`config.mk`:
```
export PLATFORM = sky130hd
export DESIGN_NAME = acf_cfg_regs
export DESIGN_NICKNAME = d
export VERILOG_FILES = /design/src/design/acf_pkg.sv /design/src/design/acf_cfg_regs.sv
export SDC_FILE = /design/constraint.sdc
export NUM_CORES = 1
export LEC_CHECK = 0
export BUFFER_PORTS_ARGS = -buffer_cell sky130_fd_sc_hd__buf_2
export CORE_UTILIZATION = 46
export DETAILED_ROUTE_END_ITERATION = 8
export PLACE_DENSITY = 0.75
export SETUP_SLACK_MARGIN = 0.02
export SKIP_CTS_REPAIR_TIMING = 1
export SLEW_MARGIN = 20
export SYNTH_ARGS = -nofsm -noshare
export SYNTH_HDL_FRONTEND = slang
export SYNTH_SLANG_ARGS = --single-unit
```
`constraint.sdc`:
```
create_clock -name clk_i -period 0.8 [get_ports clk_i]
set_input_delay 0.12 -clock clk_i [delete_from_list [all_inputs] [get_ports clk_i]]
set_output_delay 0.12 -clock clk_i [all_outputs]
set_load 0.02 [all_outputs]
```
`src/design/acf_pkg.sv`:
```
// Shared types, constants and helpers for the accelerometer calibration and EMA filter.
package acf_pkg;

  localparam int unsigned EXTRA_FRAC_BITS_DEF = 16;

  localparam int unsigned CFG_IDX_W  = 3;
  localparam int unsigned CFG_DATA_W = 16;

  typedef enum logic [CFG_IDX_W-1:0] {
    REG_X_BIAS    = 3'd0,
    REG_Y_BIAS    = 3'd1,
    REG_Z_BIAS    = 3'd2,
    REG_X_GAIN    = 3'd3,
    REG_Y_GAIN    = 3'd4,
    REG_Z_GAIN    = 3'd5,
    REG_THRESHOLD = 3'd6,
    REG_ALPHA     = 3'd7
  } cfg_reg_e;

  typedef struct packed {
    logic [11:0] x_bias;
    logic [11:0] y_bias;
    logic [11:0] z_bias;
    logic [15:0] x_gain;
    logic [15:0] y_gain;
    logic [15:0] z_gain;
    logic [14:0] level_threshold;
    logic [15:0] smoothing_alpha;
  } cfg_t;

  localparam logic [11:0] X_BIAS_RST    = 12'd298;
  localparam logic [11:0] Y_BIAS_RST    = 12'hF88;  // -120
  localparam logic [11:0] Z_BIAS_RST    = 12'd379;
  localparam logic [15:0] X_GAIN_RST    = 16'd32708;
  localparam logic [15:0] Y_GAIN_RST    = 16'd32696;
  localparam logic [15:0] Z_GAIN_RST    = 16'd32546;
  localparam logic [14:0] THRESHOLD_RST = 15'd5120;
  localparam logic [15:0] ALPHA_RST     = 16'd25892;

  // Fixed offsets for the low-level path, Q5.10.
  localparam logic [7:0] OFFSET_XZ = 8'd154;
  localparam logic [7:0] OFFSET_Y  = 8'd10;

  // Count to Q5.10 conversion: round(raw * 981 / 1600).
  // A bias of 1600*20100 (plus the rounding half) keeps the dividend positive;
  // the division by 1600 is a shift by 6 and a divide by 25.
  localparam logic signed [26:0] CONV_MUL   = 27'sd981;
  localparam logic signed [26:0] CONV_BIAS  = 27'sd32160800;
  localparam logic [16:0]        CONV_SHIFT = 17'd20100;
  localparam logic [15:0]        RECIP_25   = 16'd41943;  // floor(2^20 / 25)
  localparam logic [20:0]        DIV_25     = 21'd25;

  // Per-lane stage strobes from the sequencer.
  typedef struct packed {
    logic load;
    logic conv;
    logic div;
    logic quot;
    logic gain;
    logic cal;
    logic diff;
    logic mul;
    logic upd;
  } lane_ctrl_t;

  function automatic logic signed [15:0] sat16(input logic signed [19:0] v);
    logic signed [15:0] r;
    if (v > 20'sd32767) begin
      r = 16'sh7FFF;
    end else if (v < -20'sd32768) begin
      r = 16'sh8000;
    end else begin
      r = v[15:0];
    end
    return r;
  endfunction

endpackage

```
`src/design/acf_cfg_regs.sv`:
```
// Configuration register file: bias, gain, threshold and smoothing weight.
module acf_cfg_regs
  import acf_pkg::*;
(
  input  logic                  clk_i,
  input  logic                  rst_ni,
  input  logic                  cfg_we_i,
  input  logic [CFG_IDX_W-1:0]  cfg_idx_i,
  input  logic [CFG_DATA_W-1:0] cfg_wdata_i,
  output cfg_t                  cfg_o
);

  cfg_t cfg_q, cfg_d;

  always_comb begin
    cfg_d = cfg_q;
    if (cfg_we_i) begin
      case (cfg_reg_e'(cfg_idx_i))
        REG_X_BIAS:    cfg_d.x_bias          = cfg_wdata_i[11:0];
        REG_Y_BIAS:    cfg_d.y_bias          = cfg_wdata_i[11:0];
        REG_Z_BIAS:    cfg_d.z_bias          = cfg_wdata_i[11:0];
        REG_X_GAIN:    cfg_d.x_gain          = cfg_wdata_i;
        REG_Y_GAIN:    cfg_d.y_gain          = cfg_wdata_i;
        REG_Z_GAIN:    cfg_d.z_gain          = cfg_wdata_i;
        REG_THRESHOLD: cfg_d.level_threshold = cfg_wdata_i[14:0];
        REG_ALPHA:     cfg_d.smoothing_alpha = cfg_wdata_i;
        default:       cfg_d = cfg_q;
      endcase
    end
  end

  always_ff @(posedge clk_i or negedge rst_ni) begin
    if (!rst_ni) begin
      cfg_q.x_bias          <= X_BIAS_RST;
      cfg_q.y_bias          <= Y_BIAS_RST;
      cfg_q.z_bias          <= Z_BIAS_RST;
      cfg_q.x_gain          <= X_GAIN_RST;
      cfg_q.y_gain          <= Y_GAIN_RST;
      cfg_q.z_gain          <= Z_GAIN_RST;
      cfg_q.level_threshold <= THRESHOLD_RST;
      cfg_q.smoothing_alpha <= ALPHA_RST;
    end else begin
      cfg_q <= cfg_d;
    end
  end

  assign cfg_o = cfg_q;

endmodule

```
## Word-level counts from Yosys, hierarchy flattened

Cells that the tools add are included.

- Register bits after elaboration: 115
- Input port bits: 22
- Output and inout bits: 115
- Logic and storage cells: 24

- Reduce and logical (&&, ||, !) cells: 9
- Equal/unequal tests: 7

Operators with widths:

| cell | number |
|---|---|
| AND reduction 2 bit | 8 |
| == test 3 bit (second input constant) | 4 |
| == test 3 x 2 -> 1 bit (second input constant) | 2 |
| == test 3 x 1 -> 1 bit (second input constant) | 1 |
| zero test 3 bit | 1 |

## Logic depth before layout (Yosys ltp)

- Depth after elaboration: 2
- Gate-level depth with buffers: 5
- Mapped depth without buffers: 2

## Least setup slack after synthesis

No wires, ideal clock.

- Path kind: input-to-reg
- From: input cfg_idx_i[0]
- To: register cfg_q (netlist bit cfg_o[105])
- Arrival: 1.096 ns
- Slack: -0.420 ns
- Required time: 0.675 ns
- Path buffers: 2
- Library setup time: 0.125 ns
- Cell stages on the path: 4
- Cells stage by stage: buf_6 nor4b_4 buf_4 mux2_2

- Word-level cells in the longest chain between the ends: 2

RTL lines:

| element | RTL line | text |
|---|---|---|
| from (decl) | acf_cfg_regs.sv:8 | `input logic [CFG_IDX_W-1:0] cfg_idx_i,` |
| zero test 3 bit | acf_cfg_regs.sv:18 | `case (cfg_reg_e'(cfg_idx_i))` |
| AND reduction 2 bit (no line) | - |  |
| to (signal assigned) | acf_cfg_regs.sv:43 | `cfg_q <= cfg_d;` |
| to (decl) | acf_cfg_regs.sv:13 | `cfg_t cfg_q, cfg_d;` |

No other way between the ends.
A chain may end at the register's enable or synchronous reset.

## Final worst setup path

- From: register cfg_q (netlist bit cfg_o[100])
- To: output cfg_o[100] in the netlist's numbering

RTL lines:

| element | RTL line | text |
|---|---|---|
| to (decl) | acf_cfg_regs.sv:10 | `output cfg_t cfg_o` |

No word-level cell between the ends.

==> metrics.txt <==
routed length per instance=20.5 microns; warnings from Yosys=0; Synth Cell Area=4550 sq um; total core area=9420 sq um; Cell Count, Final, Fillers Out=607; # diodes=0; # clock sinks=115; most frequent cell after synthesis=mux2_2; number of synthesized flops with an enable pin=0; RSZ-0062 raised after global routing=true; Flop pwr share=37.2%; Final nets=487; critical path, cell by cell=buf_6; Core Rows=35; maxcap violations=0; Vias=3027; fin worst setup slack=-515 ps; Lkg Pwr=0.00348 uW; Tot GR Track Use=21.9%; vias per cell=4.99; TritonCTS clock tree=yes; post-synthesis compound-gate area fraction=0%; Power Internal=16300 uW; skew final=0 ps; ratio of cells with drive above 1 in the final layout=83.3%; Req. time, crit path=680 ps; Simple-Gate Fraction of Synth Area=3.19%; max_slew headroom=80.8%; initial core utilization=48.3%; top-area cell type share of the netlist area=33.0%; Clock Path Buffers=2; placed cell count=528; Synth cell types=13; largest net degree at the start of global routing=31; Most used DFF post-synth=dfrtp_1; Final Max Slew Viols=0; Power Density=3110 nW/um^2; Synth Area in Adders=0%; clock power share=30.7%; Period minus WS final=1320 ps; Clock H-tree levels=4; IO Pins=137; Hold Path Class=in2async; fmax=760 MHz; R2R Setup Slk=-160 ps; Post-DP HPWL=7150 microns; DRT antenna net count=0; CP endpoint kind=output pin; number of CTS-inserted buffers=17; initial DRC count=39; Total Wirelength=12400 microns; CP top delay family=flip-flops; Seq/Total Area, Yosys=64.8%; Placement Setup Slack=-484 ps; DR pass1 iterations=4; Startpoint Class=register; CP peak stage delay=560 ps; WS Path Type=reg2out; CTS root buf=clkbuf_8; outcome=complete, but fails checks; Peak supply drop=1880 uV; Worst path slowest cell=dfstp_2; Buf/Inv on CP=1; max reg flops=115; global-route wire length before repair=16300 microns; Tightest Pin Transition=287 ps; syn_nets=273; multiplexer share of the synthesized area=29.3%; Logic pwr share=32.1%; Hold Fails Final Rpt=0; worst-path maximum fanout=2; leading area contributor after synthesis=dfrtp_1; cells after synthesis=251; Mean Syn Cell Area=18.1 sq um; CP Data Arrival Time=1200 ps; Seq cells post-synth=115; clk slew on worst S/H paths=60 ps; Switching Fraction=29.8%; Die H=101 microns; Switching Power=6920 uW; fraction of registers with async set/reset=100%; Setup-failing EPs final=145; die width=101 microns; grt total ovfl=0; RePlAce Congestion=0.719; Die Area=10300 sq um; I/O Buffers=136; Skew-Pair Late Insertion Delay=510 ps; Post-Synth XOR/XNOR Area=0%; vias in the first global route=2928; Area Growth Syn to Fin=64.1%; failing checks=setup timing; drt drc=0; top cells by area, synth=dfrtp_1 (33%), dfstp_2 (32%), mux2_2 (26%); post-route clock period utilization=164%; largest family of logic cells by synthesized area=multiplexers; commonest cells in the netlist=mux2_2 (105), dfrtp_1 (60), dfstp_2 (55); initial antenna violation count=0
-- routing by layer --
metal / vias to the layer above / track usage [%] / share of wire [%]
met2: 104 / 34.1 / 54
met3: 9 / 8.07 / 6.2
met4: 0 / 6.35 / 0.72
met5: - / 0 / 0
met1: 1577 / 28.8 / 40
li1: 1337 / - / -
-- logic make-up after synthesis --
kind of cell,Yosys count
buffers and inverters,13
DFF,115
muxes,115
and+or+nand+nor,8
-- metrics by stage --
step	TNS [ps]	utilization [%]	hold WS [ps]	power [uW]	instance area, sq um
floorplan	-25810	-	-176	11500	4720
global placement	-41110	60.8	21.7	13300	5720
detailed placement	-43990	60.8	23.0	13500	5720
CTS	-53110	66.7	-518	20700	6280
global route	-55580	79.3	38.5	24100	7470
finish	-51050	79.3	41.2	23200	7470
-- cell type report --
class | count | area (sq um)
flip-flops and latches | 115 | 2950
repair buffers | 208 | 2170
fillers | 490 | 1950
multi-input cells | 123 | 1630
clock buffers | 19 | 422
well taps | 129 | 161
clock inverters | 13 | 136
-- power groups by stage --
| stage | combinational [uW] | sequential, uW | clock (uW) |
|---|---|---|---|
| after floorplan | 1580 | 9920 | 0 |
| after global placement | 5050 | 8260 | 0 |
| after detailed placement | 5150 | 8320 | 0 |
| after CTS | 5170 | 8260 | 7220 |
| after global routing | 7820 | 8760 | 7520 |
| final | 7450 | 8640 | 7140 |
-- worst paths after layout --
kind,startpoint,end,cells past startpoint
max,cfg_o[100],cfg_o[100],1
min,rst_ni,cfg_o[21],2
max reg2reg,cfg_o[109],cfg_o[109],2
min reg2reg,cfg_o[24],cfg_o[24],1
max in group asynchronous,rst_ni,cfg_o[106],3
min in group clk_i,cfg_idx_i[0],cfg_o[114],4
-- cells in the final DEF (no fill, tap or decap), types with 5 or more instances in the layout --
cell type and n:
buf_6 125, mux2_4 50, dlygate4sd3_1 17, mux2_2 65
dfstp_2 55, buf_4 34, buf_2 20, dfrtp_1 60
clkinv_2 5, clkbuf_16 16, buf_12 12
Note: power is estimated with default switching activity, not from simulation.
