===== src/design/acf_pkg.sv =====
// Shared types, constants and helpers for the accelerometer calibration and EMA filter.
package acf_pkg;

  localparam int unsigned EXTRA_FRAC_BITS_DEF = 16;

  localparam int unsigned CFG_IDX_W  = 3;
  localparam int unsigned CFG_DATA_W = 16;

  typedef enum logic [CFG_IDX_W-1:0] {
    REG_X_BIAS    = 3'd0,
    REG_Y_BIAS    = 3'd1,
    REG_Z_BIAS    = 3'd2,
    REG_X_GAIN    = 3'd3,
    REG_Y_GAIN    = 3'd4,
    REG_Z_GAIN    = 3'd5,
    REG_THRESHOLD = 3'd6,
    REG_ALPHA     = 3'd7
  } cfg_reg_e;

  typedef struct packed {
    logic [11:0] x_bias;
    logic [11:0] y_bias;
    logic [11:0] z_bias;
    logic [15:0] x_gain;
    logic [15:0] y_gain;
    logic [15:0] z_gain;
    logic [14:0] level_threshold;
    logic [15:0] smoothing_alpha;
  } cfg_t;

  localparam logic [11:0] X_BIAS_RST    = 12'd298;
  localparam logic [11:0] Y_BIAS_RST    = 12'hF88;  // -120
  localparam logic [11:0] Z_BIAS_RST    = 12'd379;
  localparam logic [15:0] X_GAIN_RST    = 16'd32708;
  localparam logic [15:0] Y_GAIN_RST    = 16'd32696;
  localparam logic [15:0] Z_GAIN_RST    = 16'd32546;
  localparam logic [14:0] THRESHOLD_RST = 15'd5120;
  localparam logic [15:0] ALPHA_RST     = 16'd25892;

  // Fixed offsets for the low-level path, Q5.10.
  localparam logic [7:0] OFFSET_XZ = 8'd154;
  localparam logic [7:0] OFFSET_Y  = 8'd10;

  // Count to Q5.10 conversion: round(raw * 981 / 1600).
  // A bias of 1600*20100 (plus the rounding half) keeps the dividend positive;
  // the division by 1600 is a shift by 6 and a divide by 25.
  localparam logic signed [26:0] CONV_MUL   = 27'sd981;
  localparam logic signed [26:0] CONV_BIAS  = 27'sd32160800;
  localparam logic [16:0]        CONV_SHIFT = 17'd20100;
  localparam logic [15:0]        RECIP_25   = 16'd41943;  // floor(2^20 / 25)
  localparam logic [20:0]        DIV_25     = 21'd25;

  // Per-lane stage strobes from the sequencer.
  typedef struct packed {
    logic load;
    logic conv;
    logic div;
    logic quot;
    logic gain;
    logic cal;
    logic diff;
    logic mul;
    logic upd;
  } lane_ctrl_t;

  function automatic logic signed [15:0] sat16(input logic signed [19:0] v);
    logic signed [15:0] r;
    if (v > 20'sd32767) begin
      r = 16'sh7FFF;
    end else if (v < -20'sd32768) begin
      r = 16'sh8000;
    end else begin
      r = v[15:0];
    end
    return r;
  endfunction

endpackage


===== src/design/acf_lane.sv =====
// One axis: count conversion, threshold select, gain/offset calibration and EMA update.
module acf_lane
  import acf_pkg::*;
#(
  parameter int unsigned EXTRA_FRAC_BITS = EXTRA_FRAC_BITS_DEF
) (
  input  logic               clk_i,
  input  logic               rst_ni,
  input  lane_ctrl_t         ctrl_i,
  input  logic signed [15:0] raw_i,
  input  logic        [11:0] bias_i,
  input  logic        [15:0] gain_i,
  input  logic        [7:0]  offset_i,
  input  logic        [14:0] thr_i,
  input  logic        [15:0] alpha_i,
  output logic signed [15:0] cal_o,
  output logic signed [15:0] smooth_o
);

  localparam int unsigned AW = 16 + EXTRA_FRAC_BITS;  // average width
  localparam int unsigned DW = AW + 1;                // difference width
  localparam int unsigned PW = EXTRA_FRAC_BITS + 18;  // high partial product
  localparam int unsigned SW = PW + 1;                // update sum width

  logic signed [15:0]   raw_q;
  logic        [19:0]   x_q;
  logic        [15:0]   q0_q;
  logic signed [15:0]   conv_q;
  logic signed [33:0]   prod_g_q;
  logic                 sel_q;
  logic signed [16:0]   offv_q;
  logic signed [15:0]   cal_q;
  logic signed [DW-1:0] d_q;
  logic signed [PW-1:0] phi_q;
  logic        [31:0]   plo_q;
  logic signed [AW-1:0] avg_q, avg_d;

  logic signed [26:0]   conv_num;
  logic        [35:0]   recip_prod;
  logic        [20:0]   rem;
  logic        [16:0]   quot;
  logic signed [16:0]   conv_sum;
  logic signed [16:0]   cal_diff;
  logic signed [33:0]   gain_rnd;
  logic signed [15:0]   cal_d;
  logic signed [AW-1:0] target;
  logic signed [SW-1:0] avg_sum;
  logic        [32:0]   lo_rnd;

  // Stage: conversion numerator, kept positive.
  assign conv_num = 27'(raw_q) * CONV_MUL + CONV_BIAS;

  // Stage: divide by 25 by reciprocal, then correct by one.
  assign recip_prod = 36'(x_q) * 36'(RECIP_25);
  assign rem        = 21'(x_q) - 21'(q0_q) * DIV_25;
  assign quot       = 17'(q0_q) + 17'(rem >= DIV_25);
  assign conv_sum   = $signed(quot - CONV_SHIFT);

  // Stage: calibration select.
  assign cal_diff = 17'(conv_q) - 17'($signed(bias_i));
  assign gain_rnd = (prod_g_q + 34'sd16384) >>> 15;
  assign cal_d    = sel_q ? sat16(20'($signed(gain_rnd[18:0]))) : sat16(20'(offv_q));

  // Stage: filter difference and update.
  assign target  = AW'(cal_q) <<< EXTRA_FRAC_BITS;
  assign lo_rnd  = 33'(plo_q) + 33'd32768;
  assign avg_sum = SW'(avg_q) + SW'(phi_q) + SW'($signed({1'b0, lo_rnd[32:16]}));
  assign avg_d   = avg_sum[AW-1:0];

  always_ff @(posedge clk_i) begin
    if (ctrl_i.load) begin
      raw_q <= raw_i;
    end
    if (ctrl_i.conv) begin
      x_q <= conv_num[25:6];
    end
    if (ctrl_i.div) begin
      q0_q <= recip_prod[35:20];
    end
    if (ctrl_i.quot) begin
      conv_q <= conv_sum[15:0];
    end
    if (ctrl_i.gain) begin
      prod_g_q <= 34'(cal_diff) * 34'($signed({1'b0, gain_i}));
      sel_q    <= conv_q > $signed({1'b0, thr_i});
      offv_q   <= 17'(conv_q) - $signed({9'd0, offset_i});
    end
    if (ctrl_i.cal) begin
      cal_q <= cal_d;
    end
    if (ctrl_i.diff) begin
      d_q <= DW'(target) - DW'(avg_q);
    end
    if (ctrl_i.mul) begin
      phi_q <= PW'($signed(d_q[DW-1:16])) * PW'($signed({1'b0, alpha_i}));
      plo_q <= d_q[15:0] * alpha_i;
    end
  end

  always_ff @(posedge clk_i or negedge rst_ni) begin
    if (!rst_ni) begin
      avg_q <= '0;
    end else if (ctrl_i.upd) begin
      avg_q <= avg_d;
    end
  end

  // Round the average back to Q5.10.
  generate
    if (EXTRA_FRAC_BITS == 0) begin : g_no_frac
      assign smooth_o = avg_q[15:0];
    end else begin : g_frac
      localparam logic signed [AW:0] HALF = (AW + 1)'(1) << (EXTRA_FRAC_BITS - 1);
      logic signed [AW:0] rsum;
      logic signed [AW:0] rsh;
      assign rsum     = (AW + 1)'(avg_q) + HALF;
      assign rsh      = rsum >>> EXTRA_FRAC_BITS;
      assign smooth_o = sat16(20'($signed(rsh[16:0])));
    end
  endgenerate

  assign cal_o = cal_q;

endmodule


===== config.mk =====
export PLATFORM = sky130hd
export DESIGN_NAME = acf_lane
export DESIGN_NICKNAME = d
export VERILOG_FILES = /design/src/design/acf_pkg.sv /design/src/design/acf_lane.sv
export SDC_FILE = /design/constraint.sdc
export NUM_CORES = 2
export LEC_CHECK = 0
export BUFFER_PORTS_ARGS = -buffer_cell sky130_fd_sc_hd__buf_4
export CAP_MARGIN = 10
export CELL_PAD_IN_SITES_DETAIL_PLACEMENT = 1
export CELL_PAD_IN_SITES_GLOBAL_PLACEMENT = 2
export CORE_UTILIZATION = 43
export CTS_BUF_LIST = sky130_fd_sc_hd__clkbuf_2 sky130_fd_sc_hd__clkbuf_4 sky130_fd_sc_hd__clkbuf_8
export DETAILED_ROUTE_END_ITERATION = 10
export PLACE_DENSITY_LB_ADDON = 0.1
export SYNTH_ARGS = -nofsm -noshare
export SYNTH_HDL_FRONTEND = slang
export SYNTH_SLANG_ARGS = --single-unit

===== constraint.sdc =====
create_clock -name clk_i -period 9.15 [get_ports clk_i]
set_input_delay 2.745 -clock clk_i [delete_from_list [all_inputs] [get_ports clk_i]]
set_output_delay 2.745 -clock clk_i [all_outputs]
set_load 0.05 [all_outputs]

# Word-level counts from Yosys, hierarchy flattened
# Cells that the tools add are included.
[classes]
addsub = 12
mul = 6
muxes = 7
order_cmp = 8
[ops]
columns = ["op", "n"]
rows = [
  ["two-way mux 16 bit", 7],
  ["multiplier 20 x 16 -> 36 bit, second input constant", 1],
  ["adder 34 x 16 -> 34 bit, second input constant", 1],
  ["greater-than comparator 17 x 16 -> 1 bit, second input constant", 2],
  ["less-than comparator 17 x 16 -> 1 bit, second input constant", 2],
  ["multiplier 17 x 17 -> 34 bit", 1],
  ["adder 32 x 16 -> 33 bit, second input constant", 1],
  ["adder 32 x 17 -> 33 bit, second input constant", 1],
  ["subtractor 32 x 32 -> 33 bit", 1],
  ["adder 32 x 18 -> 32 bit", 1],
  ["adder 32 bit", 1],
  ["multiplier 16 x 16 -> 32 bit", 1],
  ["multiplier 17 x 17 -> 32 bit", 1],
  ["adder 26 bit, second input constant", 1],
  ["multiplier 16 x 11 -> 26 bit, second input constant", 1],
  ["greater-or-equal comparator 21 x 5 -> 1 bit, second input constant", 1],
  ["multiplier 16 x 5 -> 21 bit, second input constant", 1],
  ["subtractor 20 x 21 -> 21 bit", 1],
  ["greater-than comparator 19 x 16 -> 1 bit, second input constant", 1],
  ["less-than comparator 19 x 16 -> 1 bit, second input constant", 1],
  ["subtractor 16 x 12 -> 17 bit", 1],
  ["subtractor 16 x 9 -> 17 bit", 1],
  ["adder 16 x 1 -> 16 bit", 1],
  ["greater-than comparator 16 bit", 1],
  ["subtractor 16 x 15 -> 16 bit, second input constant", 1],
]
[word_totals]
word_cells = 45
register_bits = 265
inputBits = 94
out_inout_bits = 32

# Longest topological paths before layout
[depth]
depth_word = 5
mapped_depth = 36
mapped_depth_nobuf = 35

# Worst setup path after synthesis
# Ideal clock, no wire load.
[synth_timing]
path_type = "in2reg"
startpoint = "input bias_i[0]"
endpoint = "register prod_g_q[33] (data pin)"
setup_slack_ns = -1.181
required_time_ns = 8.890
arrival_time_ns = 10.071
cell_stages = 35
setup_ns = 0.260
path_buffers = 1
cell_sequence = "ha_1 fa_1 nor2b_1 o21ai_0 a21boi_0 o21ai_0 a21boi_0 o21ai_0 a21oi_2 nor2_1 xnor2_1 buf_2 nand2_1 fa_1 fa_1 inv_1 fa_1 inv_1 fa_1 inv_1 fa_1 inv_1 fa_1 inv_1 ha_1 a21oi_1 nor2b_1 o21ai_0 o211a_1 nor3_1 o31ai_1 o21ai_1 a211o_1 a21oi_1 xnor2_1"
[synth_via]
elab_chain_cells = 2
[synth_rtl]
columns = ["item", "line", "rtl"]
rows = [
  ["start: declaration", "acf_lane.sv:11", "input logic [11:0] bias_i,"],
  ["subtractor 16 x 12 -> 17 bit", "acf_lane.sv:60", "assign cal_diff = 17'(conv_q) - 17'($signed(bias_i));"],
  ["multiplier 17 x 17 -> 34 bit", "acf_lane.sv:84", "prod_g_q <= 34'(cal_diff) * 34'($signed({1'b0, gain_i}));"],
  ["end signal: assignment", "acf_lane.sv:84", ""],
  ["end: declaration", "acf_lane.sv:29", "logic signed [33:0] prod_g_q;"],
]
# No other way between the ends.
# A chain may end at the register's enable or synchronous reset.

# Final worst setup path
# Ends and elaborated chain as after synthesis.

==> impl_metrics.toml <==
[setup_path]
endpoint_kind = "register"
worstPathArrival_ns = 9.86
cp.required_ns = 9.53
cp_max_fo = 6
criticalPathCategory = "in2reg"
cpMostUsedCell = "fa_1"
cp_slowest_stage_delay_ns = 0.52
crit_path_start_kind = "input port"
crit_slowest_cell = "fa_1"
crit_buf_inv = 6
critPathTopFamily = "adder cells"

[cells_and_area]
syn_to_final_growth_pct = 11.9
drive_above_1_share = 0.107
multi_input_area_um2 = 42300
layout_common_cells = "1371 x inv_1, 976 x fa_1, 691 x ha_1"
nets = 7840
layout_commonest_cell = "inv_1"
fill_cells = 14300
seq_area_um2 = 6930

[yosys]
synth_top_flop_cell = "edfxtp_1"
synthCells = 5752
synth_edf_count = 204
seq_area_frac_synth = 0.127
synthArstFlopShare = 0.136
avgSynthCellArea_um2 = 9.46
syn_area_um2 = 54400
ys_ff_latch = 236
synthDistinctLibCells = 85
yosysWarnings = 0
synth_nets = 7539

[die]
core_area_um2 = 126000
fp.dieW_um = 358
initial_utilization = 0.434
die_h_um = 358
die_area_um2 = 128000
row_count = 130
io_pins = 126

[global_route]
first_global_vias = 43900
grt_max_degree = 60
grtUsageTotal = 0.243
antenna_found_initial = 2
overflow = 0
grt_pass1_wl_mm = 244

[timing]
finalCriticalPeriod_ns = 9.48
grt_setup_unrepaired = "yes"
setup_viol = 13
fin_hold_ws_ns = 0.611
fmax_mhz = 105
relSlewSlack = 0.294
post-route-period-util = 1.04
hold_violations = 0
slew_viol_final = 0
skew_ns = 0.0278
tightest_slew_ns = 1.05
worst_slack_ns = -0.330

[route]
first_pass_iters = 5
drc = 0
postRouteAntennaNets = 0
drt-initial-drc-count = 1565
wl_per_cell_um = 19.4
finalWirelength_mm = 150
via_count = 39200
vias_per_cell = 5.06

[clock_tree]
cts_tree = "yes"
cts_sinks = 236
clock_path_buffers = 3
clk_latency_ns = 0.64
htree_levels = 2
cts_hold_buf = 0
cts_root_buf = "clkbuf_8"
cts_inserted_buffers = 45
clk_pin_slew_ns = 0.06

[placement]
place.gp.congestion = 0.843
numPortBuffers = 125
dp_hpwl_mm = 127

[min_path]
min_path_type = "reg2reg"

[status]
status = "complete, but fails checks"
violations = "negative setup slack"

[job]
drv_cap = 0
-- logic make-up after synthesis --
family / share of synthesized area
flip-flops: 0.127
AO/OA/AOI/OAI: 0.0677
buffers and inverters: 0.108
XOR/XNOR: 0.0396
adder cells (fa/ha/maj): 0.526
multiplexers: 0.00262
AND/OR/NAND/NOR: 0.129
-- worst paths after layout --
path / from / to / slack (ns) / depth (start not counted)
max reg2reg: conv_q[1] / prod_g_q[33] / 1.12 / 32
max in group asynchronous: rst_ni / avg_q[1] / 6.74 / 1
min in group asynchronous: rst_ni / avg_q[22] / 2.06 / 1
max: bias_i[0] / prod_g_q[33] / -0.33 / 33
min: avg_q[14] / d_q[14] / 0.61 / 1
min reg2reg: avg_q[14] / d_q[14] / 0.61 / 1
-- through the flow --
step / worst slack, ns / cell area [um^2] / util / TNS, ns / cells
finish: -0.330 / 60900 / 0.485 / -2.84 / 7737
global route: -0.586 / 60900 / 0.485 / -6.45 / 7737
CTS: -0.493 / 60400 / 0.481 / -4.04 / 7720
detailed placement: -1.58 / 59000 / 0.470 / -22.40 / 7618
global placement: -1.34 / 59000 / 0.470 / -18.17 / 7618
floorplan: -0.644 / 54600 / - / -5.24 / 5752
-- timing repair --
item                                    in CTS  in global routing
endpoints found under the setup margin      17                 20
endpoints found under the hold margin        0                  0
resized for setup                           59                 78
cloned                                       1                  0
pin swaps                                   66                 64
setup buffers                               23                 19
-- routing by layer --
metal | track usage | routed length, um | vias up
li1 | - | - | 18400
met1 | 0.345 | 71200 | 20200
met2 | 0.411 | 72400 | 480
met3 | 0.0159 | 3740 | 139
met4 | 0.0420 | 2690 | 2
met5 | 0 | 13 | -
-- registers in the layout, indices dropped and copies added, names as in the netlist --
register and count:
d_q 33, avg_q 32, phi_q 32, prod_g_q 20, x_q 20, offv_q 17
plo_q 17, cal_o 16, conv_q 16, q0_q 16, raw_q 16, sel_q 1
-- synthesized netlist by cell type, types with 8 or more instances --
cell	instances	area [um^2]
dfrtp_1	32	801
nor3_1	60	300
a21oi_1	129	646
ha_1	707	8850
a31oi_1	13	81.3
o21ai_1	13	65.1
inv_1	1394	5230
nand3_1	68	340
and3_1	26	163
a21boi_0	10	75.1
xor2_1	73	639
or3_1	9	56.3
nand4_1	24	150
nor2_1	166	623
o211ai_1	47	353
a311oi_1	9	78.8
a21o_1	50	375
a211o_1	9	78.8
o21bai_1	12	90.1
a41oi_1	8	70.1
edfxtp_1	204	6130
o21ai_0	117	586
xnor2_1	173	1520
and2_1	324	2030
fa_1	986	19700
nor4_1	15	93.8
nand2_1	608	2280
nor2b_1	69	432
a211oi_1	14	105
buf_2	8	40.0
or2_2	11	68.8
mux2i_1	12	120
clkbuf_1	150	563
o21a_1	43	323
nand2b_1	27	169
-- layout make-up --
class	count	area share
antenna	1	0.0000411
clock buffer	50	0.0108
clock inverter	30	0.00549
inverter	1394	0.0859
multi-input combinational	3957	0.695
sequential	236	0.114
tap	1650	0.0339
timing repair buffer	419	0.0554
Power is left out: the tool's default activity adds up to more than one toggle a clock period on the data nets, which glitch-free logic cannot reach.
